$ cat src/rtl/core/tcce_pkg.sv
// ----------------------------------------------------------------------------
// tcce_pkg
// Shared types, character codes and register map of the text console cursor
// engine.
// ----------------------------------------------------------------------------
package tcce_pkg;

    // character codes with a control meaning
    localparam logic [7:0] CH_BS  = 8'h08;
    localparam logic [7:0] CH_TAB = 8'h09;
    localparam logic [7:0] CH_LF  = 8'h0A;
    localparam logic [7:0] CH_FF  = 8'h0C;
    localparam logic [7:0] CH_CR  = 8'h0D;
    localparam logic [7:0] CH_SPACE = 8'h20;

    localparam logic [8:0]  TAB_STEP = 9'd8;
    localparam logic [23:0] WHITE    = 24'hFFFFFF;
    localparam logic [12:0] PIX_MAX  = 13'h1FFF;

    // command queue between front and back
    localparam int Q_DEPTH = 4;
    localparam int Q_AW    = $clog2(Q_DEPTH);

    // register map, index = paddr[4:2]
    localparam int         ADDR_W      = 5;
    localparam logic [2:0] REG_LEFT    = 3'd0;
    localparam logic [2:0] REG_RIGHT   = 3'd1;
    localparam logic [2:0] REG_TOP     = 3'd2;
    localparam logic [2:0] REG_BOTTOM  = 3'd3;
    localparam logic [2:0] REG_GWIDTH  = 3'd4;
    localparam logic [2:0] REG_GHEIGHT = 3'd5;
    localparam logic [2:0] REG_MODE    = 3'd6;
    localparam logic [2:0] REG_INK     = 3'd7;

    localparam logic [7:0]  RST_LEFT    = 8'd0;
    localparam logic [7:0]  RST_RIGHT   = 8'd80;
    localparam logic [7:0]  RST_TOP     = 8'd0;
    localparam logic [7:0]  RST_BOTTOM  = 8'd25;
    localparam logic [5:0]  RST_GWIDTH  = 6'd8;
    localparam logic [5:0]  RST_GHEIGHT = 6'd8;
    localparam logic [1:0]  RST_MODE    = 2'd0;
    localparam logic [23:0] RST_INK     = 24'hFFFFFF;

    typedef struct packed {
        logic [7:0]  left_col;
        logic [7:0]  right_col;
        logic [7:0]  top_row;
        logic [7:0]  bottom_row;
        logic [5:0]  glyph_width;
        logic [5:0]  glyph_height;
        logic [1:0]  mode_flags;
        logic [23:0] ink_color;
    } t_cfg;

    // one classified item: an optional scroll, then an optional draw
    typedef struct packed {
        logic       has_scroll;
        logic       has_draw;
        logic [7:0] glyph;
        logic [7:0] col;
        logic [7:0] row;
    } t_cmd;

    typedef struct packed {
        logic full;
        logic empty;
    } t_q_stat;

    function automatic logic [7:0] less_one(input logic [7:0] v);
        return (v == 8'd0) ? 8'd0 : v - 8'd1;
    endfunction

endpackage

$ cat src/rtl/core/tcce_regs.sv
// ----------------------------------------------------------------------------
// tcce_regs
// APB-style configuration registers of the cursor engine.
// ----------------------------------------------------------------------------
module tcce_regs (
    input  logic                        i_clk,
    input  logic                        i_rst_n,
    input  logic                        psel,
    input  logic                        penable,
    input  logic                        pwrite,
    input  logic [tcce_pkg::ADDR_W-1:0] paddr,
    input  logic [31:0]                 pwdata,
    output logic [31:0]                 prdata,
    output tcce_pkg::t_cfg              o_cfg
);
    import tcce_pkg::*;

    t_cfg       r_cfg;
    logic       wr_en;
    logic [2:0] idx;

    assign wr_en = psel && penable && pwrite;
    assign idx   = paddr[4:2];
    assign o_cfg = r_cfg;

    always_ff @(posedge i_clk) begin
        if (!i_rst_n) begin
            r_cfg.left_col     <= RST_LEFT;
            r_cfg.right_col    <= RST_RIGHT;
            r_cfg.top_row      <= RST_TOP;
            r_cfg.bottom_row   <= RST_BOTTOM;
            r_cfg.glyph_width  <= RST_GWIDTH;
            r_cfg.glyph_height <= RST_GHEIGHT;
            r_cfg.mode_flags   <= RST_MODE;
            r_cfg.ink_color    <= RST_INK;
        end else if (wr_en) begin
            case (idx)
                REG_LEFT:    r_cfg.left_col     <= pwdata[7:0];
                REG_RIGHT:   r_cfg.right_col    <= pwdata[7:0];
                REG_TOP:     r_cfg.top_row      <= pwdata[7:0];
                REG_BOTTOM:  r_cfg.bottom_row   <= pwdata[7:0];
                REG_GWIDTH:  r_cfg.glyph_width  <= pwdata[5:0];
                REG_GHEIGHT: r_cfg.glyph_height <= pwdata[5:0];
                REG_MODE:    r_cfg.mode_flags   <= pwdata[1:0];
                REG_INK:     r_cfg.ink_color    <= pwdata[23:0];
                default: ;
            endcase
        end
    end

    always_comb begin
        case (idx)
            REG_LEFT:    prdata = {24'd0, r_cfg.left_col};
            REG_RIGHT:   prdata = {24'd0, r_cfg.right_col};
            REG_TOP:     prdata = {24'd0, r_cfg.top_row};
            REG_BOTTOM:  prdata = {24'd0, r_cfg.bottom_row};
            REG_GWIDTH:  prdata = {26'd0, r_cfg.glyph_width};
            REG_GHEIGHT: prdata = {26'd0, r_cfg.glyph_height};
            REG_MODE:    prdata = {30'd0, r_cfg.mode_flags};
            REG_INK:     prdata = {8'd0, r_cfg.ink_color};
            default:     prdata = 32'd0;
        endcase
    end

endmodule

$ cat src/rtl/core/tcce_front.sv
// ----------------------------------------------------------------------------
// tcce_front
// Accepts character items, keeps the cursor and the previous character, and
// pushes a scroll/draw command for every item that causes a result.
// ----------------------------------------------------------------------------
module tcce_front (
    input  logic              i_clk,
    input  logic              i_rst_n,
    input  tcce_pkg::t_cfg    i_cfg,
    input  logic              i_valid,
    output logic              o_ready,
    input  logic [7:0]        i_char_code,
    input  tcce_pkg::t_q_stat i_q_stat,
    output logic              o_push,
    output tcce_pkg::t_cmd    o_cmd
);
    import tcce_pkg::*;

    logic [7:0] r_col, n_col;
    logic [7:0] r_row, n_row;
    logic [7:0] r_prev, n_prev;
    logic [7:0] rlim, blim;
    logic [8:0] tab_sum;
    logic [8:0] row_inc;
    logic [7:0] row_adv;
    logic       accept;
    t_cmd       cmd;

    assign o_ready = !i_q_stat.full;
    assign accept  = i_valid && o_ready;
    assign rlim    = less_one(i_cfg.right_col);
    assign blim    = less_one(i_cfg.bottom_row);
    assign tab_sum = {1'b0, r_col} + TAB_STEP;
    assign row_inc = {1'b0, r_row} + 9'd1;

    always_comb begin
        n_col          = r_col;
        n_row          = r_row;
        n_prev         = i_char_code;
        row_adv        = r_row;
        cmd.has_scroll = 1'b0;
        cmd.has_draw   = 1'b0;
        cmd.glyph      = i_char_code;
        case (i_char_code)
            CH_FF: begin
                n_row  = i_cfg.top_row;
                n_col  = i_cfg.left_col;
                n_prev = r_prev;
            end
            CH_LF: begin
                if (r_row >= blim) begin
                    cmd.has_scroll = 1'b1;
                    n_row = blim;
                    n_col = i_cfg.left_col;
                end else begin
                    n_row = row_inc[7:0];
                    if (r_prev == CH_CR || i_cfg.mode_flags != 2'd0) begin
                        n_col = i_cfg.left_col;
                    end
                end
            end
            CH_TAB: begin
                n_col = (tab_sum > {1'b0, rlim}) ? rlim : tab_sum[7:0];
            end
            CH_CR: begin
                n_col = i_cfg.left_col;
            end
            CH_BS: begin
                n_col = (r_col > i_cfg.left_col) ? r_col - 8'd1 : i_cfg.left_col;
            end
            default: begin
                // advance, or wrap to the next row saturating at the last row
                if (r_col >= rlim) begin
                    n_col   = i_cfg.left_col;
                    row_adv = row_inc[8] ? 8'hFF : row_inc[7:0];
                end else begin
                    n_col = r_col + 8'd1;
                end
                n_row = row_adv;
                if (row_adv >= i_cfg.bottom_row) begin
                    cmd.has_scroll = 1'b1;
                    n_row = blim;
                    n_col = i_cfg.left_col;
                end
                cmd.has_draw = 1'b1;
            end
        endcase
        cmd.col = n_col;
        cmd.row = n_row;
    end

    assign o_push = accept && (cmd.has_scroll || cmd.has_draw);
    assign o_cmd  = cmd;

    always_ff @(posedge i_clk) begin
        if (!i_rst_n) begin
            r_col  <= 8'd0;
            r_row  <= 8'd0;
            r_prev <= 8'd0;
        end else if (accept) begin
            r_col  <= n_col;
            r_row  <= n_row;
            r_prev <= n_prev;
        end
    end

endmodule

$ cat src/rtl/core/tcce_queue.sv
// ----------------------------------------------------------------------------
// tcce_queue
// Short command queue between the front and the back of the cursor engine.
// ----------------------------------------------------------------------------
module tcce_queue (
    input  logic              i_clk,
    input  logic              i_rst_n,
    input  logic              i_push,
    input  tcce_pkg::t_cmd    i_cmd,
    input  logic              i_pop,
    output tcce_pkg::t_cmd    o_head,
    output tcce_pkg::t_q_stat o_stat
);
    import tcce_pkg::*;

    t_cmd          r_mem [Q_DEPTH];
    logic [Q_AW-1:0] r_wptr, r_rptr;
    logic [Q_AW:0]   r_count;
    logic            do_push, do_pop;

    assign o_stat.full  = (r_count == (Q_AW+1)'(Q_DEPTH));
    assign o_stat.empty = (r_count == '0);
    assign do_push = i_push && !o_stat.full;
    assign do_pop  = i_pop && !o_stat.empty;
    assign o_head  = r_mem[r_rptr];

    always_ff @(posedge i_clk) begin
        if (do_push) begin
            r_mem[r_wptr] <= i_cmd;
        end
    end

    always_ff @(posedge i_clk) begin
        if (!i_rst_n) begin
            r_wptr  <= '0;
            r_rptr  <= '0;
            r_count <= '0;
        end else begin
            if (do_push) begin
                r_wptr <= r_wptr + Q_AW'(1);
            end
            if (do_pop) begin
                r_rptr <= r_rptr + Q_AW'(1);
            end
            case ({do_push, do_pop})
                2'b10:   r_count <= r_count + (Q_AW+1)'(1);
                2'b01:   r_count <= r_count - (Q_AW+1)'(1);
                default: r_count <= r_count;
            endcase
        end
    end

endmodule

$ cat src/rtl/core/tcce_back.sv
// ----------------------------------------------------------------------------
// tcce_back
// Turns queued commands into scroll and draw result items, one per cycle while
// the output is not stalled, through an output register.
// ----------------------------------------------------------------------------
module tcce_back (
    input  logic              i_clk,
    input  logic              i_rst_n,
    input  tcce_pkg::t_cfg    i_cfg,
    input  tcce_pkg::t_cmd    i_head,
    input  tcce_pkg::t_q_stat i_q_stat,
    output logic              o_pop,
    output logic              o_valid,
    input  logic              i_ready,
    output logic              o_kind,
    output logic [12:0]       o_pixel_x,
    output logic [12:0]       o_pixel_y,
    output logic [7:0]        o_glyph,
    output logic [23:0]       o_color,
    output logic              o_transparent,
    output logic              o_last
);
    import tcce_pkg::*;

    logic        r_valid;
    logic        r_phase, n_phase;
    logic        r_kind, n_kind;
    logic [12:0] r_px, n_px;
    logic [12:0] r_py, n_py;
    logic [7:0]  r_glyph, n_glyph;
    logic [23:0] r_color, n_color;
    logic        r_transp, n_transp;
    logic        r_last, n_last;
    logic        load;
    logic        term;
    logic [13:0] draw_x, draw_y, scroll_y;

    assign term     = i_cfg.mode_flags[0];
    assign load     = !i_q_stat.empty && (!r_valid || i_ready);
    assign draw_x   = {6'd0, i_head.col} * {8'd0, i_cfg.glyph_width};
    assign draw_y   = {6'd0, i_head.row} * {8'd0, i_cfg.glyph_height};
    assign scroll_y = {6'd0, less_one(i_cfg.bottom_row)} * {8'd0, i_cfg.glyph_height};

    always_comb begin
        n_color  = term ? WHITE : i_cfg.ink_color;
        n_transp = !term;
        if (i_head.has_scroll && !r_phase) begin
            // scroll first; hold the command when a draw follows
            n_kind  = 1'b1;
            n_px    = 13'd0;
            n_py    = scroll_y[13] ? PIX_MAX : scroll_y[12:0];
            n_glyph = CH_SPACE;
            n_last  = !i_head.has_draw;
            n_phase = i_head.has_draw;
            o_pop   = load && !i_head.has_draw;
        end else begin
            n_kind  = 1'b0;
            n_px    = draw_x[13] ? PIX_MAX : draw_x[12:0];
            n_py    = draw_y[13] ? PIX_MAX : draw_y[12:0];
            n_glyph = i_head.glyph;
            n_last  = 1'b1;
            n_phase = 1'b0;
            o_pop   = load;
        end
    end

    always_ff @(posedge i_clk) begin
        if (!i_rst_n) begin
            r_valid <= 1'b0;
            r_phase <= 1'b0;
        end else begin
            if (load) begin
                r_valid <= 1'b1;
                r_phase <= n_phase;
            end else if (i_ready) begin
                r_valid <= 1'b0;
            end
        end
    end

    always_ff @(posedge i_clk) begin
        if (load) begin
            r_kind   <= n_kind;
            r_px     <= n_px;
            r_py     <= n_py;
            r_glyph  <= n_glyph;
            r_color  <= n_color;
            r_transp <= n_transp;
            r_last   <= n_last;
        end
    end

    assign o_valid       = r_valid;
    assign o_kind        = r_kind;
    assign o_pixel_x     = r_px;
    assign o_pixel_y     = r_py;
    assign o_glyph       = r_glyph;
    assign o_color       = r_color;
    assign o_transparent = r_transp;
    assign o_last        = r_last;

endmodule

$ cat src/rtl/core/text_console_cursor_engine.sv
// ----------------------------------------------------------------------------
// text_console_cursor_engine
// Cursor control for a pixel text console: character items in, scroll and
// draw result items out, registers on an APB-style port.
// ----------------------------------------------------------------------------
//  channel   handshake            payload
//  input     i_valid / o_ready    i_char_code
//  output    o_valid / i_ready    o_kind o_pixel_x o_pixel_y o_glyph
//                                 o_color o_transparent o_last
//  config    psel penable pwrite  paddr pwdata prdata (pready tied high)
//
//  One input item per cycle while the queue is not full; the front's cursor
//  update is combinational. The back delivers one result item per cycle while
//  i_ready is high, so an item with a scroll and a draw gives the scroll, then
//  the draw. Commands pass through the queue, then the output register. A
//  four-entry command queue decouples the sides: input stalls only when it is
//  full. Synchronous active-low reset clears cursor, queue and registers.
// ----------------------------------------------------------------------------
module text_console_cursor_engine (
    input  logic                        i_clk,
    input  logic                        i_rst_n,
    input  logic                        i_valid,
    output logic                        o_ready,
    input  logic [7:0]                  i_char_code,
    output logic                        o_valid,
    input  logic                        i_ready,
    output logic                        o_kind,
    output logic [12:0]                 o_pixel_x,
    output logic [12:0]                 o_pixel_y,
    output logic [7:0]                  o_glyph,
    output logic [23:0]                 o_color,
    output logic                        o_transparent,
    output logic                        o_last,
    input  logic                        psel,
    input  logic                        penable,
    input  logic                        pwrite,
    input  logic [tcce_pkg::ADDR_W-1:0] paddr,
    input  logic [31:0]                 pwdata,
    output logic [31:0]                 prdata,
    output logic                        pready
);
    import tcce_pkg::*;

    t_cfg    cfg;
    t_cmd    push_cmd, head_cmd;
    t_q_stat q_stat;
    logic    push, pop;

    assign pready = 1'b1;

    tcce_regs u_regs (
        .i_clk   (i_clk),
        .i_rst_n (i_rst_n),
        .psel    (psel),
        .penable (penable),
        .pwrite  (pwrite),
        .paddr   (paddr),
        .pwdata  (pwdata),
        .prdata  (prdata),
        .o_cfg   (cfg)
    );

    tcce_front u_front (
        .i_clk       (i_clk),
        .i_rst_n     (i_rst_n),
        .i_cfg       (cfg),
        .i_valid     (i_valid),
        .o_ready     (o_ready),
        .i_char_code (i_char_code),
        .i_q_stat    (q_stat),
        .o_push      (push),
        .o_cmd       (push_cmd)
    );

    tcce_queue u_queue (
        .i_clk   (i_clk),
        .i_rst_n (i_rst_n),
        .i_push  (push),
        .i_cmd   (push_cmd),
        .i_pop   (pop),
        .o_head  (head_cmd),
        .o_stat  (q_stat)
    );

    tcce_back u_back (
        .i_clk         (i_clk),
        .i_rst_n       (i_rst_n),
        .i_cfg         (cfg),
        .i_head        (head_cmd),
        .i_q_stat      (q_stat),
        .o_pop         (pop),
        .o_valid       (o_valid),
        .i_ready       (i_ready),
        .o_kind        (o_kind),
        .o_pixel_x     (o_pixel_x),
        .o_pixel_y     (o_pixel_y),
        .o_glyph       (o_glyph),
        .o_color       (o_color),
        .o_transparent (o_transparent),
        .o_last        (o_last)
    );

endmodule

$ cat config.mk
export PLATFORM = sky130hd
export DESIGN_NAME = text_console_cursor_engine
export DESIGN_NICKNAME = d
export VERILOG_FILES = /design/src/rtl/core/tcce_pkg.sv /design/src/rtl/core/tcce_regs.sv /design/src/rtl/core/tcce_front.sv /design/src/rtl/core/tcce_queue.sv /design/src/rtl/core/tcce_back.sv /design/src/rtl/core/text_console_cursor_engine.sv
export SDC_FILE = /design/constraint.sdc
export NUM_CORES = 1
export LEC_CHECK = 0
export BUFFER_PORTS_ARGS = -buffer_cell sky130_fd_sc_hd__buf_2
export CAP_MARGIN = 20
export CORE_UTILIZATION = 55
export CTS_CLUSTER_SIZE = 16
export DETAILED_ROUTE_END_ITERATION = 8
export GPL_TIMING_DRIVEN = 0
export PLACE_DENSITY = 0.83
export SETUP_SLACK_MARGIN = 0.5
export SLEW_MARGIN = 5
export SYNTH_ARGS = -nofsm -noshare
export SYNTH_HDL_FRONTEND = slang
export SYNTH_SLANG_ARGS = --single-unit
$ cat constraint.sdc
create_clock -name i_clk -period 6.8 [get_ports i_clk]
set_input_delay 0.34 -clock i_clk [delete_from_list [all_inputs] [get_ports i_clk]]
set_output_delay 0.34 -clock i_clk [all_outputs]
set_load 0.02 [all_outputs]
* After elaboration in Yosys (flattened, before gate mapping)
Memories as Yosys holds them, arrays and structs flattened. A register that Yosys moved wholly into a read port is not among the register bits. Cells that the tools add are included.
Storage, ports and cells: bits in registers 164, RAM bits 104, bits of input ports 52, memories 1
Cells by class: $add $sub $neg 10, $mul 3, order comparisons 5, equal/unequal tests 16, multiplexer cells 34, bitwise logic cells 1, reductions and logical operators 38
Memory list:
- u_queue.r_mem | words 4, bits a word 26, read ports 1, clocked after memory_dff 1, wr ports 1, RTL line tcce_queue.sv:16 | t_cmd r_mem [Q_DEPTH];
Operator list (count):
- $pmux 32 s8 | 1
- $mux 8 | 13
- $mux 13 | 4
- $eq 8x4->1 const B | 6
- $mul 8x6->14 | 3
- $pmux 8 s4 | 1
- $ge 8x8->1 | 3
- $pmux 8 s3 | 1
- $sub 8x1->8 const B | 3
- $reduce_and 2->1 | 9
- $logic_not 8->1 | 2
- $eq 3x3->1 const B | 5
- $mux 1 | 10
- $add 8x1->9 const B | 1
- $add 8x4->9 const B | 1
- $gt 9x8->1 | 1
- $logic_and 1x1->1 | 9
- $add 8x1->8 const B | 1
- $gt 8x8->1 | 1
- $eq 3x2->1 const B | 2
- $logic_not 1->1 | 6
- $logic_not 3->1 | 2
- $pmux 3 s2 | 1
- $reduce_bool 2->1 | 3
- 14 further kinds | 18

* Longest topological paths before layout
word-level depth 13, depth in mapped cells 23

* Modules after synthesis
From an unflattened synthesis, not the netlist that was laid out.
Second synthesis, totals: cells, all modules 1745, area, all modules 17972.2 um^2
By module, submodules not included:
- tcce_back | times used 1, cells an instance 656, area an instance 6718.9 um^2
- tcce_queue | times used 1, cells an instance 190, area an instance 4269.1 um^2
- tcce_front | times used 1, cells an instance 506, area an instance 3746.1 um^2
- tcce_regs | times used 1, cells an instance 391, area an instance 3226.8 um^2
- text_console_cursor_engine | times used 1, cells an instance 2, area an instance 11.3 um^2

* Worst setup path after synthesis
OpenSTA, ideal clock, no wires.
path type reg-to-reg, start register (tool-made name), end register u_back.r_px[4], in the netlist u_back.o_pixel_x[4] (data pin), library setup time 0.270 ns, data arrival time 5.054 ns, data required time 6.530 ns, path slack 1.477 ns, stages on the path, launching flop included 20, buffers on the path 3, clock period less this slack 5.323 ns, cells stage by stage dfxtp_1 buf_2 buf_2 mux4_2 and2_1 fa_1 inv_1 fa_1 fa_1 inv_1 ha_1 a21oi_1 nor2b_1 nor3_1 nor2_1 o41a_1 a31oi_1 xor2_1 clkbuf_1 a21oi_1
RTL lines:
- end signal: assignment | RTL line tcce_back.sv:84 | r_px <= n_px;
- end: declaration | RTL line tcce_back.sv:28 | logic [12:0] r_px, n_px;

==> results.toml <==
[floorplanning]
num_io_pins = 148
die_h_um = 180
initial_core_util_pct = 56.4
core_sq_mm = 0.0309
fp.dieArea_sq_mm = 0.0324
die_w_um = 180
rows = 64

[synthesis]
synth-seq-cells = 270
synth-edff-count = 165
yosys.area.top_type_share_pct = 28.4
syn_area_per_cell_sq_um = 10.4
synthesis.area_sq_mm = 0.0174
ys_top_cells_by_count = "nand2_1, edfxtp_1, inv_1"
ys_warn_count = 0
synthTopCellsByArea = "edfxtp_1, dfxtp_1, fa_1, ha_1, nand2_1"
synth_cell_types = 87
synthCells = 1676
yosysTopAreaCell = "edfxtp_1"
yosysMostFrequentCell = "nand2_1"
seq_area_frac_synth_pct = 40.5
synth_flop_cell = "edfxtp_1"
async_flop_share_pct = 0

[worst_setup_path]
worstSetupPathType = "reg -> reg"
slowest_delay_ns = 0.54
cp.buffers_inverters = 1
critPathCaptureType = "register"
worst-path-max-fanout = 7
path_cells = "inv_1 > ha_1 > nor4b_1 > and2_1 > nand2b_1 > ha_1 > o21ba_1 > o211ai_1 > or3_4 > a21oi_2 > nand2_1 > a21o_1 > ha_1 > o21ai_0 > nand2b_1 > a31oi_4 > o211ai_1 > nor2_2 > a22o_1 > a211oi_1 > nand2_1"
cpMostUsedCell = "ha_1"
crit_start = "u_regs.o_cfg[54]"
start_kind = "register"
arrival_ns = 6.26
required_ns = 7.03
rr_startpoint = "u_regs.o_cfg[54]"
cp_top_family = "compound AO/OA/AOI/OAI gates"
slowest_stage = "nor4b_1"

[global_routing]
grt-ovfl-total = 0
gr-usage-all-layers_pct = 27.9
antenna_found_initial = 0
use_met1_pct = 37.0
grtUsageMet2_pct = 46.7
grt_max_degree = 28
grt_use_met3_pct = 3.62
grt_pass1_wl_um = 71500
grt_pass1_vias = 13438
grt-busiest-layer = "met2"

[placement]
io_buffers = 122
gp_congestion = 0.960
dp_hpwl_um = 34200
postPlaceCellArea_sq_mm = 0.0187

[detailed_routing]
dr.pass1.iters = 6
drc_errors = 0
wl_per_cell_um = 20.0
drt_iter0_drc = 1299
ant_nets = 0
wirelength_um = 45600
vias = 13557
vias_per_cell = 5.96

[flow_run]
drv_cap = 0

[timing]
slew-limit-headroom_pct = 34.9
slew_viol_final = 0
holdWs_ns = 0.0510
period_needed_ns = 6.03
final-hold-violation-count = 0
rsz0062_at_grt = "no"
worstMarginPinSlew_ns = 0.950
fmax_ghz = 0.166
timing.final.crit_share_pct = 88.7
skew_ns = 0.0218
setup_viol_count_final = 0

[min_path]
min_path_type = "in -> reg"
min-delay-start = "pwdata[18]"

[layout]
nFillCells = 2358
design_area_sq_mm = 0.0198
multi_input_area_sq_mm = 0.00957
num_antenna_cells = 0
nets = 2102
seq_area_sq_mm = 0.00706
drive_gt1_share_pct = 15.1
area_growth_pct = 13.7

[power_and_ir_drop]
leakagePower_nw = 8.43
intPower_mw = 3.85
p_seq_share_pct = 38.0
p_per_area_mw_per_mm2 = 304
ir_drop_mv = 0.206
power_switching_mw = 2.16
pwr-share-comb_pct = 36.3
switching_share_pct = 36.0
pwr-share-clk_pct = 25.7

[clock_tree]
clkLatencyLatePin_ns = 0.56
clk_pin_slew_ns = 0.06
cts_made_buffers = 29
cts_buffer_depth = 3
htree_levels = 1
cts-root-buf = "clkbuf_16"
postCtsSetupBuffers = 0
cts.sinks = 270
cts_tree = "yes"

[outcome]
status = "finished clean"
[per-layer routing]
layer / vias to the layer above / part of all wire (%)
li1: 6217 / -
met1: 6587 / 41
met2: 629 / 47
met3: 124 / 7.8
met4: 0 / 3.8
met5: - / 0
[path summary, 6_finish.rpt]
check / endpoint / cells after the start / slack [ns]
setup / recovery: u_queue.r_mem[1][13] / 21 / 0.77
hold / removal: u_regs.o_cfg[18] / 3 / 0.05
setup reg to reg: u_queue.r_mem[1][13] / 21 / 0.77
hold reg to reg: u_front.r_prev[7] / 2 / 0.47
[sequential cells by signal, summed over array words and instances (netlist names), named ones only]
name	cells
u_queue.r_mem	104
u_regs.o_cfg	70
u_back.o_color	24
u_back.o_pixel_x	13
u_back.o_pixel_y	13
u_back.o_glyph	8
u_front.r_col	8
u_front.r_prev	8
u_front.r_row	8
u_queue.r_count	3
u_queue.r_rptr	2
u_queue.r_wptr	2
u_back.o_kind	1
u_back.o_last	1
u_back.o_transparent	1
u_back.o_valid	1
u_back.r_phase	1
[area by class of cell]
| type | count | share of cell area [%] |
|---|---|---|
| flip-flops and latches | 270 | 35.6 |
| clock inverters | 17 | 0.669 |
| multi-input cells | 1195 | 48.3 |
| inverters | 136 | 2.58 |
| well taps | 396 | 2.50 |
| plain buffers | 82 | 1.83 |
| repair buffers | 143 | 4.45 |
| clock buffers | 37 | 4.07 |
[worst reg2reg max path: stages, from the launching register on]
cell      delay [ns]
dfxtp_1         0.41
inv_1           0.12
ha_1            0.15
nor4b_1         0.54
and2_1          0.30
nand2b_1        0.18
ha_1            0.27
o21ba_1         0.22
o211ai_1        0.17
or3_4           0.42
a21oi_2         0.31
nand2_1         0.09
a21o_1          0.22
ha_1            0.28
o21ai_0         0.09
nand2b_1        0.12
a31oi_4         0.11
o211ai_1        0.54
nor2_2          0.20
a22o_1          0.25
a211oi_1        0.42
nand2_1         0.30
[power by group through the flow]
stage | Combinational [mW] | Sequential, mW | Clock [mW]
floorplan | 1.33 | 2.48 | 0
global placement | 2.01 | 2.35 | 0
detailed placement | 2.15 | 2.32 | 0
CTS | 2.17 | 2.28 | 1.56
global route | 2.37 | 2.31 | 1.62
finish | 2.18 | 2.28 | 1.55
[kinds of logic after synthesis]
family / count (synthesis) / synth area share, %
other cells: 2 / 0.0431
simple gates: 569 / 16.3
fa+ha+maj: 193 / 17.1
compound gates: 275 / 10.8
flops: 270 / 40.5
mux: 97 / 7.64
xor+xnor: 52 / 2.61
buf+inv: 218 / 5.00
[metrics by stage]
stage	setup TNS, ns	utilization [%]	power [mW]	setup WS (ns)	std cells
4_1_cts	0	64.0	6.02	0.637	2275
3_5_place_dp	0	60.5	4.47	0.684	2207
6_report	0	64.1	6.01	0.771	2276
3_3_place_gp	-0.209	60.1	4.36	-0.209	2201
2_1_floorplan	0	-	3.81	1.48	1683
5_1_grt	0	64.1	6.30	0.545	2276
[repair_timing]
item                                    in CTS  in global routing
hold endpoints to repair                    14                  0
gates resized for setup                      0                 12
hold buffers                                14                  0
endpoints found under the setup margin       0                 23
[placed cells by master, fill, tap and decap left out, types with 15 or more instances in the layout]
cell type and instances:
clkbuf_16 30, ha_1 117, dfxtp_1 105, o211ai_1 17
buf_2 128, edfxtp_1 165, nand2_1 212, and2_1 76
mux4_2 28, a21oi_1 66, nand3_1 44, inv_1 134
nor3_1 29, fa_1 76, mux2i_1 64, o21ai_0 55
clkbuf_1 63, xnor2_1 28, xor2_1 24, nor2b_1 62
a31oi_1 15, nor2_1 59, or2_2 27
Note: power is estimated with default switching activity, not from simulation.
